### src/aet_pkg.sv
// Shared types and codes for the assembler expression tokenizer.
// Used by aet_lexer and asm_expression_tokenizer_top; no dependencies.
package aet_pkg;

    typedef enum logic [7:0] {
        M_BEGIN  = 8'b0000_0001,
        M_END    = 8'b0000_0010,
        M_CONST  = 8'b0000_0100,
        M_PREFIX = 8'b0000_1000,
        M_CHAR   = 8'b0001_0000,
        M_BINARY = 8'b0010_0000,
        M_LABEL  = 8'b0100_0000,
        M_STOP   = 8'b1000_0000
    } t_mode;

    localparam logic [1:0] RK_TOKEN = 2'd0;
    localparam logic [1:0] RK_ERROR = 2'd1;
    localparam logic [1:0] RK_DONE  = 2'd2;

    localparam logic [2:0] TK_CONST  = 3'd0;
    localparam logic [2:0] TK_PREFIX = 3'd1;
    localparam logic [2:0] TK_CHAR   = 3'd2;
    localparam logic [2:0] TK_UNARY  = 3'd3;
    localparam logic [2:0] TK_BINARY = 3'd4;
    localparam logic [2:0] TK_LPAREN = 3'd5;
    localparam logic [2:0] TK_RPAREN = 3'd6;
    localparam logic [2:0] TK_LABEL  = 3'd7;

    localparam logic [2:0] ERR_NONE       = 3'd0;
    localparam logic [2:0] ERR_BAD_BEGIN  = 3'd1;
    localparam logic [2:0] ERR_EXPECT_EXP = 3'd2;
    localparam logic [2:0] ERR_BAD_END    = 3'd3;
    localparam logic [2:0] ERR_EXPECT_QT  = 3'd4;
    localparam logic [2:0] ERR_END_IN_CHR = 3'd5;
    localparam logic [2:0] ERR_TOO_LONG   = 3'd6;

    typedef struct packed {
        t_mode       mode;
        logic [15:0] pos;
        logic [15:0] start;
        logic [2:0]  kind;
    } t_state;

    typedef struct packed {
        logic [1:0]  result_kind;
        logic [2:0]  token_kind;
        logic [15:0] token_start;
        logic [15:0] token_length;
        logic [2:0]  error_code;
        logic [7:0]  offending_char;
        logic        last;
    } t_result;

endpackage

### src/aet_lexer.sv
// Combinational lexer step: one word plus current state gives up to two
// results and the next state. Depends on aet_pkg.
module aet_lexer #(
    parameter int unsigned MAX_LEN = 65535
) (
    input  aet_pkg::t_state  i_state,
    input  logic [7:0]       i_mark,
    input  logic             i_opcode,
    input  logic [7:0]       i_ch,
    output aet_pkg::t_state  o_next,
    output logic [1:0]       o_count,
    output aet_pkg::t_result o_res0,
    output aet_pkg::t_result o_res1
);

    localparam logic [15:0] LIMIT = 16'((MAX_LEN < 65535) ? MAX_LEN : 65535);

    typedef struct packed {
        logic            has;
        aet_pkg::t_result res;
        aet_pkg::t_mode  mode;
        logic [15:0]     start;
        logic [2:0]      kind;
        logic            again;
    } t_pass;

    function automatic logic is_space(input logic [7:0] c);
        return (c == 8'd32) || (c >= 8'd9 && c <= 8'd13);
    endfunction

    function automatic logic is_digit(input logic [7:0] c);
        return c >= "0" && c <= "9";
    endfunction

    function automatic logic is_letter(input logic [7:0] c);
        return (c >= "a" && c <= "z") || (c >= "A" && c <= "Z");
    endfunction

    function automatic logic is_hex(input logic [7:0] c);
        return is_digit(c) || (c >= "a" && c <= "f") || (c >= "A" && c <= "F");
    endfunction

    // only O, H, o, h get here since B, D, b, d are hex digits
    function automatic logic is_suffix(input logic [7:0] c);
        return c == "O" || c == "H" || c == "o" || c == "h";
    endfunction

    function automatic logic is_prefix(input logic [7:0] c);
        return c == "%" || c == "@" || c == "$";
    endfunction

    function automatic logic is_cmp(input logic [7:0] c);
        return c == "<" || c == ">" || c == "=";
    endfunction

    function automatic logic is_binop(input logic [7:0] c);
        return c == "+" || c == "-" || c == "*" || c == "/" || c == "%" ||
               c == "!" || c == "&" || c == "|" || c == "^" || is_cmp(c);
    endfunction

    function automatic aet_pkg::t_result tok(input logic [2:0] tk,
                                             input logic [15:0] st,
                                             input logic [15:0] ln);
        aet_pkg::t_result r;
        r = '0;
        r.result_kind  = aet_pkg::RK_TOKEN;
        r.token_kind   = tk;
        r.token_start  = st;
        r.token_length = ln;
        return r;
    endfunction

    function automatic aet_pkg::t_result err(input logic [2:0] code,
                                             input logic [7:0] oc);
        aet_pkg::t_result r;
        r = '0;
        r.result_kind    = aet_pkg::RK_ERROR;
        r.error_code     = code;
        r.offending_char = oc;
        return r;
    endfunction

    function automatic aet_pkg::t_result done();
        aet_pkg::t_result r;
        r = '0;
        r.result_kind = aet_pkg::RK_DONE;
        return r;
    endfunction

    function automatic t_pass lex_pass(input aet_pkg::t_mode mode,
                                       input logic [15:0] pos,
                                       input logic [15:0] st,
                                       input logic [2:0] kd,
                                       input logic [7:0] c,
                                       input logic [7:0] mark);
        t_pass       p;
        logic [15:0] span;
        logic [15:0] span1;
        span  = pos - st;
        span1 = span + 16'd1;
        p       = '0;
        p.mode  = mode;
        p.start = st;
        p.kind  = kd;
        case (mode)
            aet_pkg::M_BEGIN: begin
                if (is_space(c)) begin
                end else if (c == "~" || c == "-") begin
                    p.has = 1'b1;
                    p.res = tok(aet_pkg::TK_UNARY, pos, 16'd1);
                end else if (is_digit(c)) begin
                    p.start = pos;
                    p.kind  = aet_pkg::TK_CONST;
                    p.mode  = aet_pkg::M_CONST;
                end else if (is_prefix(c)) begin
                    p.start = pos;
                    p.kind  = aet_pkg::TK_PREFIX;
                    p.mode  = aet_pkg::M_PREFIX;
                end else if (c == "'") begin
                    p.start = pos;
                    p.kind  = aet_pkg::TK_CHAR;
                    p.mode  = aet_pkg::M_CHAR;
                end else if (c == "(") begin
                    p.has = 1'b1;
                    p.res = tok(aet_pkg::TK_LPAREN, pos, 16'd1);
                end else if (is_letter(c) || (c != 8'd0 && c == mark)) begin
                    p.start = pos;
                    p.kind  = aet_pkg::TK_LABEL;
                    p.mode  = aet_pkg::M_LABEL;
                end else begin
                    p.has  = 1'b1;
                    p.res  = err(aet_pkg::ERR_BAD_BEGIN, c);
                    p.mode = aet_pkg::M_STOP;
                end
            end
            aet_pkg::M_END: begin
                if (is_space(c)) begin
                end else if (is_binop(c)) begin
                    p.start = pos;
                    p.kind  = aet_pkg::TK_BINARY;
                    p.mode  = aet_pkg::M_BINARY;
                end else if (c == ")") begin
                    p.has = 1'b1;
                    p.res = tok(aet_pkg::TK_RPAREN, pos, 16'd1);
                end else begin
                    p.has  = 1'b1;
                    p.res  = err(aet_pkg::ERR_BAD_END, c);
                    p.mode = aet_pkg::M_STOP;
                end
            end
            aet_pkg::M_CONST: begin
                if (is_hex(c)) begin
                end else if (is_suffix(c)) begin
                    p.has  = 1'b1;
                    p.res  = tok(kd, st, span1);
                    p.mode = aet_pkg::M_END;
                end else begin
                    p.has   = 1'b1;
                    p.res   = tok(kd, st, span);
                    p.mode  = aet_pkg::M_END;
                    p.again = 1'b1;
                end
            end
            aet_pkg::M_PREFIX: begin
                if (!is_hex(c)) begin
                    p.has   = 1'b1;
                    p.res   = tok(kd, st, span);
                    p.mode  = aet_pkg::M_END;
                    p.again = 1'b1;
                end
            end
            aet_pkg::M_CHAR: begin
                // the quoted character itself is taken as is
                if (span == 16'd1) begin
                end else if (c == "'") begin
                    p.has  = 1'b1;
                    p.res  = tok(kd, st, span1);
                    p.mode = aet_pkg::M_END;
                end else begin
                    p.has  = 1'b1;
                    p.res  = err(aet_pkg::ERR_EXPECT_QT, c);
                    p.mode = aet_pkg::M_STOP;
                end
            end
            aet_pkg::M_BINARY: begin
                p.has   = 1'b1;
                p.res   = tok(kd, st, is_cmp(c) ? span1 : span);
                p.again = !is_cmp(c);
                p.mode  = aet_pkg::M_BEGIN;
            end
            aet_pkg::M_LABEL: begin
                if (!(c == "_" || is_digit(c) || is_letter(c))) begin
                    p.has   = 1'b1;
                    p.res   = tok(kd, st, span);
                    p.mode  = aet_pkg::M_END;
                    p.again = 1'b1;
                end
            end
            default: begin
            end
        endcase
        return p;
    endfunction

    t_pass       p1;
    t_pass       p2;
    logic [15:0] span;

    always_comb begin
        span    = i_state.pos - i_state.start;
        o_next  = i_state;
        o_count = 2'd0;
        o_res0  = '0;
        o_res1  = '0;
        p1      = '0;
        p2      = '0;
        if (i_opcode) begin
            case (i_state.mode)
                aet_pkg::M_BEGIN: begin
                    o_res0  = err(aet_pkg::ERR_EXPECT_EXP, 8'd0);
                    o_count = 2'd1;
                end
                aet_pkg::M_END: begin
                    o_res0  = done();
                    o_count = 2'd1;
                end
                aet_pkg::M_CONST, aet_pkg::M_PREFIX, aet_pkg::M_LABEL: begin
                    o_res0  = tok(i_state.kind, i_state.start, span);
                    o_res1  = done();
                    o_count = 2'd2;
                end
                aet_pkg::M_CHAR: begin
                    o_res0  = err(aet_pkg::ERR_END_IN_CHR, 8'd0);
                    o_count = 2'd1;
                end
                aet_pkg::M_BINARY: begin
                    o_res0  = tok(i_state.kind, i_state.start, span);
                    o_res1  = err(aet_pkg::ERR_EXPECT_EXP, 8'd0);
                    o_count = 2'd2;
                end
                default: begin
                end
            endcase
            // restart for the next string
            o_next.mode  = aet_pkg::M_BEGIN;
            o_next.pos   = 16'd0;
            o_next.start = 16'd0;
            o_next.kind  = 3'd0;
        end else if (i_state.mode != aet_pkg::M_STOP) begin
            if (i_state.pos >= LIMIT) begin
                o_res0      = err(aet_pkg::ERR_TOO_LONG, i_ch);
                o_count     = 2'd1;
                o_next.mode = aet_pkg::M_STOP;
            end else begin
                p1 = lex_pass(i_state.mode, i_state.pos, i_state.start,
                              i_state.kind, i_ch, i_mark);
                if (p1.again) begin
                    p2 = lex_pass(p1.mode, i_state.pos, p1.start, p1.kind,
                                  i_ch, i_mark);
                end else begin
                    p2      = '0;
                    p2.mode = p1.mode;
                    p2.start = p1.start;
                    p2.kind = p1.kind;
                end
                o_next.mode  = p2.mode;
                o_next.start = p2.start;
                o_next.kind  = p2.kind;
                o_next.pos   = i_state.pos + 16'd1;
                if (p1.has && p2.has) begin
                    o_res0  = p1.res;
                    o_res1  = p2.res;
                    o_count = 2'd2;
                end else if (p1.has) begin
                    o_res0  = p1.res;
                    o_count = 2'd1;
                end else if (p2.has) begin
                    o_res0  = p2.res;
                    o_count = 2'd1;
                end
            end
        end
        // mark the final result of this word
        if (o_count == 2'd2) begin
            o_res1.last = 1'b1;
        end else if (o_count == 2'd1) begin
            o_res0.last = 1'b1;
        end
    end

endmodule

### src/asm_expression_tokenizer_top.sv
// A result is registered and offered in the cycle after its input word is accepted.
// One input word per cycle while each word gives at most one result and the
// output is not stalled; a word that gives two results holds off the next word
// while the single output port drains the two-entry result buffer.
// Reset (synchronous, active low) clears the lexer state and the label mark
// and empties the result buffer; no clearing pass is needed.
// Top level: result buffer, state registers, label-mark register.
// Depends on aet_pkg and aet_lexer.
module asm_expression_tokenizer_top #(
    parameter int unsigned MAX_LEN = 65535
) (
    input  logic        i_clk,
    input  logic        i_rst_n,
    input  logic        i_cfg_we,
    input  logic [7:0]  i_cfg_wdata,
    input  logic        i_in_valid,
    output logic        o_in_ready,
    input  logic        i_opcode,
    input  logic [7:0]  i_ch,
    output logic        o_out_valid,
    input  logic        i_out_ready,
    output logic [1:0]  o_result_kind,
    output logic [2:0]  o_token_kind,
    output logic [15:0] o_token_start,
    output logic [15:0] o_token_length,
    output logic [2:0]  o_error_code,
    output logic [7:0]  o_offending_char,
    output logic        o_last
);

    aet_pkg::t_state  r_state;
    aet_pkg::t_state  n_state;
    logic [7:0]       r_mark;
    logic [1:0]       r_cnt;
    aet_pkg::t_result r_q0;
    aet_pkg::t_result r_q1;
    logic [1:0]       n_count;
    aet_pkg::t_result n_res0;
    aet_pkg::t_result n_res1;
    logic             accept;
    logic             pop;

    aet_lexer #(
        .MAX_LEN (MAX_LEN)
    ) u_lexer (
        .i_state  (r_state),
        .i_mark   (r_mark),
        .i_opcode (i_opcode),
        .i_ch     (i_ch),
        .o_next   (n_state),
        .o_count  (n_count),
        .o_res0   (n_res0),
        .o_res1   (n_res1)
    );

    assign o_out_valid = (r_cnt != 2'd0);
    assign pop         = o_out_valid && i_out_ready;
    // take a word when the buffer is empty or its only entry leaves now
    assign o_in_ready  = (r_cnt == 2'd0) || ((r_cnt == 2'd1) && i_out_ready);
    assign accept      = i_in_valid && o_in_ready;

    always_ff @(posedge i_clk) begin
        if (!i_rst_n) begin
            r_state.mode  <= aet_pkg::M_BEGIN;
            r_state.pos   <= 16'd0;
            r_state.start <= 16'd0;
            r_state.kind  <= 3'd0;
            r_mark        <= 8'd0;
            r_cnt         <= 2'd0;
        end else begin
            if (i_cfg_we) begin
                r_mark <= i_cfg_wdata;
            end
            if (accept) begin
                r_state <= n_state;
                r_cnt   <= n_count;
            end else if (pop) begin
                r_cnt <= r_cnt - 2'd1;
            end
        end
    end

    always_ff @(posedge i_clk) begin
        if (accept) begin
            r_q0 <= n_res0;
            r_q1 <= n_res1;
        end else if (pop) begin
            r_q0 <= r_q1;
        end
    end

    assign o_result_kind    = r_q0.result_kind;
    assign o_token_kind     = r_q0.token_kind;
    assign o_token_start    = r_q0.token_start;
    assign o_token_length   = r_q0.token_length;
    assign o_error_code     = r_q0.error_code;
    assign o_offending_char = r_q0.offending_char;
    assign o_last           = r_q0.last;

endmodule
### config.mk
export PLATFORM = sky130hd
export DESIGN_NAME = asm_expression_tokenizer_top
export DESIGN_NICKNAME = d
export VERILOG_FILES = /design/src/aet_pkg.sv /design/src/aet_lexer.sv /design/src/asm_expression_tokenizer_top.sv
export SDC_FILE = /design/constraint.sdc
export NUM_CORES = 1
export LEC_CHECK = 0
export BUFFER_PORTS_ARGS = -buffer_cell sky130_fd_sc_hd__buf_2
export CORE_MARGIN = 8
export CORE_UTILIZATION = 35
export CTS_BUF_LIST = sky130_fd_sc_hd__clkbuf_2 sky130_fd_sc_hd__clkbuf_4 sky130_fd_sc_hd__clkbuf_8
export DETAILED_ROUTE_END_ITERATION = 8
export PLACE_DENSITY = 0.53
export SETUP_SLACK_MARGIN = 0.2
export SLEW_MARGIN = 5
export SYNTH_ARGS = -nofsm -noshare
export SYNTH_HDL_FRONTEND = slang
export SYNTH_HIERARCHICAL = 1
export SYNTH_SLANG_ARGS = --single-unit
### constraint.sdc
create_clock -name i_clk -period 11.2 [get_ports i_clk]
set_input_delay 0 -clock i_clk [delete_from_list [all_inputs] [get_ports i_clk]]
set_output_delay 0 -clock i_clk [all_outputs]
set_load 0.005 [all_outputs]
; ---- Word level (Yosys, flattened, before mapping)
; Cells that the tools add are included.
[classes]
n_reduce_logical = 47
order_cmp = 11
addsub = 6
n_eq_ne = 46
muxes = 97
[op_table]
columns = op, n
row1 = 58-bit one-hot mux with 7 select lines, 2
row2 = 58-bit 2-to-1 mux, 11
row3 = 49-bit 2-to-1 mux, 12
row4 = 50-bit 2-to-1 mux, 7
row5 = 78-bit 2-to-1 mux, 4
row6 = 77-bit 2-to-1 mux, 4
row7 = 27-bit 2-to-1 mux, 10
row8 = 49-bit one-hot mux with 4 select lines, 1
row9 = 8-bit by 6-bit == test with 1-bit output (second input constant), 17
row10 = 19-bit 2-to-1 mux, 7
row11 = 56-bit 2-to-1 mux, 2
row12 = 49-bit one-hot mux with 2 select lines, 1
row13 = 8-bit by 7-bit == test with 1-bit output (second input constant), 11
row14 = 43-bit 2-to-1 mux, 2
row15 = 19-bit one-hot mux with 2 select lines, 2
row16 = 36-bit 2-to-1 mux, 2
row17 = 16-bit by 1-bit adder with 16-bit output (second input constant), 3
row18 = 48-bit 2-to-1 mux, 1
row19 = 8-bit 2-to-1 mux, 6
row20 = 35-bit 2-to-1 mux, 1
row21 = 16-bit by 1-bit == test with 1-bit output (second input constant), 2
row22 = 8-bit by 7-bit less-or-equal comparator with 1-bit output (second input constant), 4
row23 = 16-bit 2-to-1 mux, 2
row24 = 16-bit subtractor, 2
row25 = 31 further kinds, 91
[totals]
out_inout_bits = 51
in_bits = 22
word_cells = 227
regBits = 151

; ---- Longest topological paths before layout
; Gate-level depths: netlist (run 1).
[logic_depth]
word_depth = 38
mapped_depth = 31
ltp_nobuf = 25

; ---- Modules after synthesis
; The synthesis (run 1) kept the hierarchy.
[modules_own_cells]
columns = mod, seq_area_each_um2, area_each_um2, n_inst, cells_per_inst
row1 = aet_lexer, 0.0, 5924.4, 1, 926
row2 = asm_expression_tokenizer_top, 4003.8, 5591.6, 1, 395

; ---- Worst setup path after synthesis (run 1)
; OpenSTA, ideal clock, no wires.
[synth_timing]
path_kind = input port to flip-flop
start = input port i_ch[4]
end = register r_q0 (netlist bit o_last), data pin
n_path_buf = 3
setup_time_ps = 260
setup_slack_ps = 5542
t_required_ps = 10940
path_stages = 27
t_arrival_ps = 5398
path_cell_list = or3_1 -> clkbuf_1 -> or3b_1 -> o32a_1 -> and2_1 -> a31oi_1 -> buf_2 -> buf_1 -> nand2_1 -> o21ai_0 -> ha_1 -> inv_1 -> fa_1 -> a211oi_1 -> nor2_1 -> o31ai_1 -> nand4_1 -> nor4_1 -> nand4_1 -> o211a_1 -> nor2_1 -> a21oi_1 -> ha_1 -> o21ai_0 -> o21ai_0 -> and3_1 -> mux2_2
[synth_lines]
columns = item, line_no
row1 = from (decl), asm_expression_tokenizer_top.sv:19  ; input logic [7:0] i_ch,
row2 = to (signal assigned), asm_expression_tokenizer_top.sv:85  ; r_q0 <= n_res0;
row3 = to (signal assigned), asm_expression_tokenizer_top.sv:88  ; r_q0 <= r_q1;
row4 = to (decl), asm_expression_tokenizer_top.sv:35  ; aet_pkg::t_result r_q0;

==> metrics.txt, run 1 <==
status=finished, final reports clean; first-pass GRT wire length=58,700 um; Adder-Cell Fraction of Synth Area=0.0437; Synth area leaders=edfxtp_1 (26%), dfxtp_1 (9.2%), mux2_2 (5.2%), a21oi_1 (4.5%), o21ai_0 (4.5%); final clock skew=around 0.022 ns; hpwl dp=~27,000 um; main flop type after synthesis=edfxtp_1; # resized after CTS=0; post-layout power=1.73 mW; setup_tns=0 ns; VDD IR-drop max=0.0922 mV; post-synthesis mux area share=0.0909; Synth Area in Compound Gates=0.211; launch point of the worst reg-to-reg path=r_state[40]$_SDFFE_PN0P_; setup bufs post-CTS=0; Crit-path slowest cell=o22ai_1; FF-to-FF path depth=22; ys async rst share=0; Netlist cell types=98; number of synthesized flops with an enable pin=slightly below 100; # rows=66; Synth top area share=0.256; unrepaired setup endpoints after global routing=false; Post-Synth Simple-Gate Area=0.212; CTS tree=yes; core area=around 32,000 um^2; global-route usage over all layers=0.192; Num CTS Buffers=17; min-delay worst type=in -> reg; Num Clock Sinks=approximately 150; Pwr Density=136 nW/um^2; reg2reg end=o_last$_DFFE_PP_; Clock Latency Late Sink=0.49 ns; Cells after Synth=~1,300; Max-Slew Margin vs Limit=0.338; Die Y=197 um; largest family of logic cells by synthesized area=simple AND/OR/NAND/NOR gates; cell mode on critical path=o21ai_0; Setup Viol. Count Final=0; Worst Setup End Kind=flip-flop; startpoint types=primary input; Max Clk Rate=160 MHz; Area Overhead vs Synth=10.4%; #FFs+latches synth=151; CP required=about 11 ns; CTS Buffer Depth=2; overall routed net length=38,200 um; via count=about 10,000; Final GP Congestion=a little over 0.9; nets@finish=1,422; share of layout cells above drive strength 1=0.152; min Tclk post-route=between 6 and 7 ns; Starting DRT DRC Count=approximately 1,000; Post-Syn Area per Cell=around 8.7 um^2; commonest cells after routing, fill and taps aside=o21ai_0 (103), a21oi_1 (103), nand2_1 (103), edfxtp_1 (98), nand3_1 (84); post-synth top area cell=edfxtp_1; first drt pass iteration count=6; Static Leak=4.72 nW; vias in the first global route=9,650; via/cell ratio=5.71; antenna cells=0; register area share after synthesis=0.348; CP peak stage delay=0.69 ns; xor/xnor cell area share of the yosys netlist=0.0327; critical hold path startpoint=i_ch[5]; synth warn=6; CTS root buf=clkbuf_8; full die area=slightly below 40,000 um^2; Worst-Margin Slew=0.990 ns; largest net degree at the start of global routing=approximately 50; clk slew on worst S/H paths=roughly 0.090 ns; htree depth=4; crit path launch=i_ch[4]; part of the cycle the worst path needs=0.559; crit path DAT=roughly 6.5 ns; R2R Setup Slk=around 5.1 ns; initial core utilization=0.355; Buffers on Ports=72; total congestion overflow=0; Mapped Area=roughly 12,000 um^2; Fin. Hold Viols=0; CP Class=in -> reg; Die X=197 um; initial antenna violation count=0; I/O pin count=between 70 and 80; Max Slew Vio Count=0; CP endpoint=o_last$_DFFE_PP_; per-cell routed wire length=between 20 and 25 um; DRT antenna net count=0; Residual DRC=0; CP max FO=20; MaxCap Viol Count=0
## logic make-up (layout without fill, tap and decap cells)
kind of cell | count (synthesis) | in the layout
fa+ha+maj | 39 | 39
other cells | 1 | 16
flops | 151 | 151
simple gates | 463 | 463
compound gates | 369 | 369
xor+xnor | 43 | 43
mux | 98 | 98
buf+inv | 157 | 195
## through the flow
stage	utilization	hold slack, ns	setup WS (ns)	area, um^2	instances
floorplan	-	0.0718	5.54	11600	1336
global placement	0.373	0.218	5.06	12100	1764
detailed placement	0.373	0.229	5.03	12100	1764
CTS	0.392	0.0309	5.02	12700	1816
global route	0.392	0.0539	4.42	12700	1816
finish	0.392	0.0588	4.94	12700	1816
## timing repair
action	CTS	global route
hold endpoints to repair	13	0
hold buffers	20	0
endpoints found under the setup margin	0	0
## final cells by class
type | count | area, um^2
Multi-Input combinational cell | 1028 | 6870
Clock inverter | 14 | 155
Fill cell | 3284 | 19700
Inverter | 56 | 210
Clock buffer | 18 | 248
Timing Repair Buffer | 107 | 673
Sequential cell | 151 | 4000
Tap cell | 442 | 553
## synthesized netlist by cell type (all sizes together) (14+ instances only)
cell type and number:
a21oi 105, a22o 19, a31oi 16, and2 33, and3 14, buf 46
clkbuf 55, dfxtp 53, edfxtp 98, ha 37, inv 54, mux2 53
mux2i 45, nand2 104, nand2b 16, nand3 84, nor2 80, nor2b 17
nor3 32, nor4 16, o21ai 114, xnor2 27, xor2 16
## registers in the layout (all words and copies together) (netlist names)
register          count
r_q1                 49
r_state              43
o_token_length       16
o_token_start        16
o_offending_char      8
r_mark                8
o_error_code          3
o_token_kind          3
o_result_kind         2
r_cnt                 2
o_last                1
## power by group
| group | internal, mW | switching [mW] |
|---|---|---|
| registers | 0.720 | 0.0323 |
| clock network | 0.191 | 0.258 |
| logic | 0.185 | 0.344 |
| total | 1.10 | 0.634 |
## layer usage
layer / wire length (um) / up-vias / global-route usage
li1: - / 4959 / -
met1: 18700 / 4986 / 0.281
met2: 16600 / 372 / 0.289
met3: 2170 / 49 / 0.0247
met4: 751 / 0 / 0.0571
met5: 0 / - / 0
## worst max-delay path: cells and delay by family
kind | cells | cell delay (ns)
adders and majority gates | 3 | 0.91
AOI/OAI and AO/OA | 10 | 2.47
muxes | 1 | 0.25
and+or+nand+nor | 8 | 1.78
buffers and inverters | 4 | 1.07
## worst min path at each step
stage | to | slack, ns | cells after the start
after global placement | r_state[35]$_SDFFE_PN1P_ | 0.22 | 2
after floorplan | r_state[35]$_SDFFE_PN1P_ | 0.07 | 1
after CTS | r_q1[7]$_DFFE_PP_ | 0.03 | 2
final | r_q1[6]$_DFFE_PP_ | 0.06 | 2
after detailed placement | r_state[35]$_SDFFE_PN1P_ | 0.23 | 2
after global routing | r_q1[6]$_DFFE_PP_ | 0.05 | 2
Power figures use the tool's default switching activity.
==> run 2: changes to the inputs <==
--- a/config.mk
+++ b/config.mk
@@ -10,7 +10,7 @@
 export CORE_UTILIZATION = 35
 export CTS_BUF_LIST = sky130_fd_sc_hd__clkbuf_2 sky130_fd_sc_hd__clkbuf_4 sky130_fd_sc_hd__clkbuf_8
 export DETAILED_ROUTE_END_ITERATION = 8
-export PLACE_DENSITY = 0.53
+export PLACE_DENSITY = 0.55
 export SETUP_SLACK_MARGIN = 0.2
 export SLEW_MARGIN = 5
 export SYNTH_ARGS = -nofsm -noshare
==> constraint.sdc (replaced) <==
create_clock -name i_clk -period 5.3 [get_ports i_clk]
set_input_delay 0 -clock i_clk [delete_from_list [all_inputs] [get_ports i_clk]]
set_output_delay 0 -clock i_clk [all_outputs]
set_load 0.005 [all_outputs]
==> metrics.txt, run 2 (synthesis gave the netlist of run 1 again) <==
Area Overhead vs Synth=19.9%; unrepaired setup endpoints after global routing=true; P_sw=1.31 mW; startpoint types=flip-flop; Fin. Hold Viols=0; min Tclk post-route=slightly above 5 ns; largest net degree at the start of global routing=between 50 and 60; Largest Register=r_q1; overall routed net length=about 39,000 um; Pwr Density=~270 nW/um^2; reg2reg end=o_last$_DFFE_PP_; hold worst-path end=r_q1[1]$_DFFE_PP_; vias in the first global route=10,500; CP required=5.55 ns; MaxCap Viol Count=0; Fill cells=3,238; nets@finish=1,537; Starting DRT DRC Count=942; I/O pin count=73; via count=10,900; commonest cells after routing, fill and taps aside=buf_4 (123), nand2_1 (101), a21oi_1 (100), edfxtp_1 (98), o21ai_0 (97); launch point of the worst reg-to-reg path=r_mark[5]$_SDFFE_PN0P_; Buffers on Ports=72; max FFs per register=49; post-layout power=3.69 mW; Worst-Margin Slew=0.970 ns; global-route usage over all layers=0.198; status=finished, final reports clean; initial core utilization=0.355; Static Leak=5.35 nW; htree depth=4; Max Slew Vio Count=0; final clock skew=0.0192 ns; Residual DRC=0; Num Clock Sinks=151; R2R Setup Slk=about 0.26 ns; initial antenna violation count=0; Clk network pwr share=0.244; Max-Slew Margin vs Limit=0.351; Num CTS Buffers=17; # rows=66; most common cell after layout, fill and taps aside=buf_4; DRT antenna net count=0; clk slew on worst S/H paths=0.09 ns; CTS tree=yes; Sw Ratio=0.354; min-delay worst type=in -> reg; Reg power frac=0.428; Die Y=between 150 and 200 um; Gate power share=0.328; via/cell ratio=5.65; part of the cycle the worst path needs=0.950; Worst Setup End Kind=flip-flop; first drt pass iteration count=7; Clock Latency Late Sink=about 0.5 ns; share of layout cells above drive strength 1=0.242; FF-to-FF path depth=24; top flop regs=r_q1 (49), r_state (43); CP max FO=11; core area=32,500 um^2; Die X=197 um; critical hold path startpoint=i_ch[0]; Final GP Congestion=around 0.93; Int Power=roughly 2.4 mW; hpwl dp=28,400 um; worst hold slack=between 0.05 and 0.06 ns; Max Clk Rate=199 MHz; VDD IR-drop max=0.255 mV; per-cell routed wire length=20.3 um; hold path depth=3; CTS Buffer Depth=2; antenna cells=0; crit path DAT=5.29 ns; full die area=39,000 um^2; CTS root buf=clkbuf_8; CP Class=reg -> reg; Setup Viol. Count Final=0; total congestion overflow=0; first-pass GRT wire length=60,700 um
==> run 2: cell count changes in the layout (fill, tap and decap cells not counted), moves of 3 or more <==
cell,change
dfxtp_1,-9
o21ai_2,+4
a211oi_1,-3
buf_4,+108
dfxtp_2,+9
xnor2_1,-4
xnor2_2,+4
buf_12,+4
ha_1,-5
ha_2,+4
a21oi_2,+3
a21oi_1,-3
clkbuf_4,+3
o21ai_0,-6
==> run 2: worst max-delay path by stage <==
stage / from / to / slack, ns / cells after the start
finish: r_mark[5]$_SDFFE_PN0P_ / o_last$_DFFE_PP_ / 0.26 / 24
global route: r_mark[5]$_SDFFE_PN0P_ / o_last$_DFFE_PP_ / 0.03 / 24
CTS: r_mark[2]$_SDFFE_PN0P_ / o_last$_DFFE_PP_ / 0.21 / 25
detailed placement: i_ch[4] / o_last$_DFFE_PP_ / -0.14 / 25
global placement: i_ch[4] / o_last$_DFFE_PP_ / -0.18 / 25
floorplan: i_ch[4] / o_last$_DFFE_PP_ / 0.21 / 25
==> run 2: critical path: stages, from the launching register on <==
cell	delay, ns
dfxtp_2	0.34
xnor2_2	0.16
nand4_1	0.17
o31a_1	0.38
o21ai_2	0.17
a31oi_2	0.13
buf_12	0.17
buf_6	0.15
mux2i_1	0.13
ha_2	0.40
o21ai_1	0.08
nand3b_1	0.17
o2111ai_4	0.14
nor4_2	0.29
nand4_1	0.18
nor4_2	0.16
nand4_1	0.19
o211a_1	0.29
nor2_1	0.10
a21oi_1	0.08
ha_2	0.31
o21ai_2	0.15
o21ai_2	0.07
and3_1	0.15
mux2_2	0.25
==> run 2: power by group through the flow <==
stage	clock network [mW]	logic, mW	registers, mW
global placement	0	1.18	1.60
finish	0.901	1.21	1.58
floorplan	0	0.726	1.62
detailed placement	0	1.18	1.61
CTS	0.931	1.20	1.58
global route	0.968	1.31	1.60
==> run 2: layer usage <==
metal | track usage | up-vias | routed length [um]
li1 | - | 5174 | -
met1 | 0.250 | 5295 | 16900
met2 | 0.334 | 372 | 19000
met3 | 0.0330 | 63 | 2150
met4 | 0.0727 | 0 | 1110
met5 | 0 | - | 0
==> run 2: cell type report <==
type	instances	area, um^2	share of cell area
clock buffers	20	256	0.0186
clock inverters	12	116	0.00843
inverters	56	210	0.0152
multi-input cells	1028	7050	0.510
flip-flops and latches	151	4020	0.291
well taps	442	553	0.0400
repair buffers	222	1610	0.117
==> run 2: metrics by stage <==
stage                     setup TNS, ns   util  std cells  worst slack (ns)  instance area [um^2]
after floorplan                       0      -       1336             0.210                 11600
after global placement           -0.757  0.400       1872            -0.182                 13000
after detailed placement         -0.347  0.400       1872            -0.145                 13000
after CTS                             0  0.419       1929             0.208                 13600
after global routing                  0  0.426       1931            0.0257                 13800
final                                 0  0.426       1931             0.265                 13800
==> run 2: repair_timing <==
item                       4_1_cts  5_1_grt
hold endpoints to repair        14        0
hold buffers                    21        0
setup buffers                    4        1
gates resized for setup         10       40
setup endpoints to repair        5       35
cloned                           0        1
pin swaps                       13       22
==> run 3: changes to the inputs <==
--- a/config.mk
+++ b/config.mk
@@ -7,10 +7,10 @@
 export LEC_CHECK = 0
 export BUFFER_PORTS_ARGS = -buffer_cell sky130_fd_sc_hd__buf_2
 export CORE_MARGIN = 8
-export CORE_UTILIZATION = 35
+export CORE_UTILIZATION = 30
 export CTS_BUF_LIST = sky130_fd_sc_hd__clkbuf_2 sky130_fd_sc_hd__clkbuf_4 sky130_fd_sc_hd__clkbuf_8
 export DETAILED_ROUTE_END_ITERATION = 8
-export PLACE_DENSITY = 0.55
+export PLACE_DENSITY = 0.49
 export SETUP_SLACK_MARGIN = 0.2
 export SLEW_MARGIN = 5
 export SYNTH_ARGS = -nofsm -noshare
==> metrics.txt, run 3 (synthesis gave the netlist of run 1 again) <==
Num CTS Buffers=17; core area=~38,000 um^2; max FFs per register=49; clk slew on worst S/H paths=around 0.09 ns; vias in the first global route=10,600; CP max FO=6; Pwr Density=around 270 nW/um^2; full die area=roughly 45,000 um^2; initial core utilization=0.305; Max Slew Vio Count=0; Setup Viol. Count Final=0; nets@finish=1,547; met3 Use GR=0.0280; CTS Buffer Depth=2; Fill cells=3,886; Num Clock Sinks=between 150 and 200; Max Clk Rate=around 200 MHz; Placement Setup Slack=-0.129 ns; CTS root buf=clkbuf_8; Worst Setup End Kind=flip-flop; worst setup margin=0.363 ns; per-cell routed wire length=19.7 um; footprint of the multi-input gates=7030 um^2; Clock Latency Late Sink=0.51 ns; Largest Register=r_q1; Buffers on Ports=72; via/cell ratio=around 5.4; final clock skew=0.0263 ns; part of the cycle the worst path needs=0.931; busiest layer in global routing=met2; min Tclk post-route=4.94 ns; min-delay worst type=in -> reg; CTS tree=yes; CP Class=reg -> reg; Die X=between 200 and 250 um; # rows=71; MaxCap Viol Count=0; via count=10,900; commonest cells after routing, fill and taps aside=buf_4 (132), nand2_1 (100), edfxtp_1 (98), a21oi_1 (96), o21ai_0 (93); Finished Cell Area=14,000 um^2; Max-Slew Margin vs Limit=0.301; Worst-Margin Slew=1.04 ns; Fin. Hold Viols=0; met2 Use GR=0.293; hpwl dp=roughly 29,000 um; CP required=between 5 and 6 ns; Residual DRC=0; status=finished, final reports clean; overall routed net length=39,600 um; first-pass GRT wire length=62,200 um; global-route usage over all layers=0.177; htree depth=4; antenna cells=0; DRT antenna net count=0; largest net degree at the start of global routing=53; total congestion overflow=0; unrepaired setup endpoints after global routing=true; VDD IR-drop max=0.158 mV; met1 track demand over resource=0.233; area post-placement=roughly 13,000 um^2; top flop regs=r_q1 (49), r_state (43); startpoint types=flip-flop; Die Y=212 um; Static Leak=5.43 nW; Final GP Congestion=around 0.9; most common cell after layout, fill and taps aside=buf_4; first drt pass iteration count=7; Starting DRT DRC Count=820; crit path DAT=5.19 ns; Area Overhead vs Synth=21.4%; Reg area=4010 um^2; I/O pin count=73; share of layout cells above drive strength 1=0.247; initial antenna violation count=0
[run 3: worst paths after layout]
check,startpoint,end,slack (ns),cells after the start
setup / recovery,r_mark[7]$_SDFFE_PN0P_,o_last$_DFFE_PP_,0.36,25
hold / removal,i_ch[3],r_q1[4]$_DFFE_PP_,0.05,3
setup reg to reg,r_mark[7]$_SDFFE_PN0P_,o_last$_DFFE_PP_,0.36,25
hold reg to reg,r_cnt[0]$_SDFFE_PN0P_,r_cnt[0]$_SDFFE_PN0P_,0.51,2
[run 3: worst max-delay path, stage by stage (launching register included)]
cell and delay (ns):
dfxtp_2 0.34, xnor2_1 0.14, nand4_1 0.16, o31a_1 0.35
o21ai_2 0.16, a31oi_2 0.13, buf_12 0.16, buf_12 0.13
buf_12 0.12, mux2i_1 0.11, ha_1 0.38, a21oi_2 0.17
buf_4 0.14, a21oi_2 0.05, nor4_1 0.25, nand4_1 0.14
nor4_1 0.17, nand4_1 0.19, o211a_1 0.27, nor2_1 0.09
a21oi_1 0.08, ha_2 0.30, o21ai_1 0.12, o21ai_1 0.09
and3_1 0.18, mux2_4 0.26
[run 3: power breakdown]
| group | leakage, nW | internal, mW | switching (mW) |
|---|---|---|---|
| logic | 3.82 | 0.470 | 0.754 |
| clock network | 0.208 | 0.445 | 0.529 |
| registers | 1.41 | 1.52 | 0.0545 |
| total | 5.43 | 2.44 | 1.34 |
[run 3: cell type report]
cell class / count / share of cell area
flip-flops and latches: 151 / 0.287
clock inverters: 13 / 0.0113
repair buffers: 232 / 0.120
well taps: 511 / 0.0457
clock buffers: 19 / 0.0178
multi-input cells: 1028 / 0.503
inverters: 56 / 0.0150
[run 3: routing by layer]
layer	vias up	wire, um
met5	-	0
met4	0	963
met3	55	1920
met2	299	18700
met1	5315	18000
li1	5202	-
[run 3: per-stage QoR]
step                      utilization  TNS [ns]  power (mW)  cells  hold WS, ns
after CTS                       0.367         0        3.83   2008      0.00232
after global placement          0.349         0        2.80   1952        0.236
after floorplan                     -         0        2.35   1336       0.0718
final                           0.370         0        3.78   2010       0.0498
after detailed placement        0.349    -0.129        2.81   1952        0.239
after global routing            0.370         0        4.00   2010       0.0244
[run 3: timing repair]
item                                    in CTS  in global routing
pin swaps                                   15                 32
hold buffers                                22                  0
endpoints found under the hold margin       15                  0
endpoints found under the setup margin      20                 32
resized for setup                           13                 38
setup buffers                                2                  2
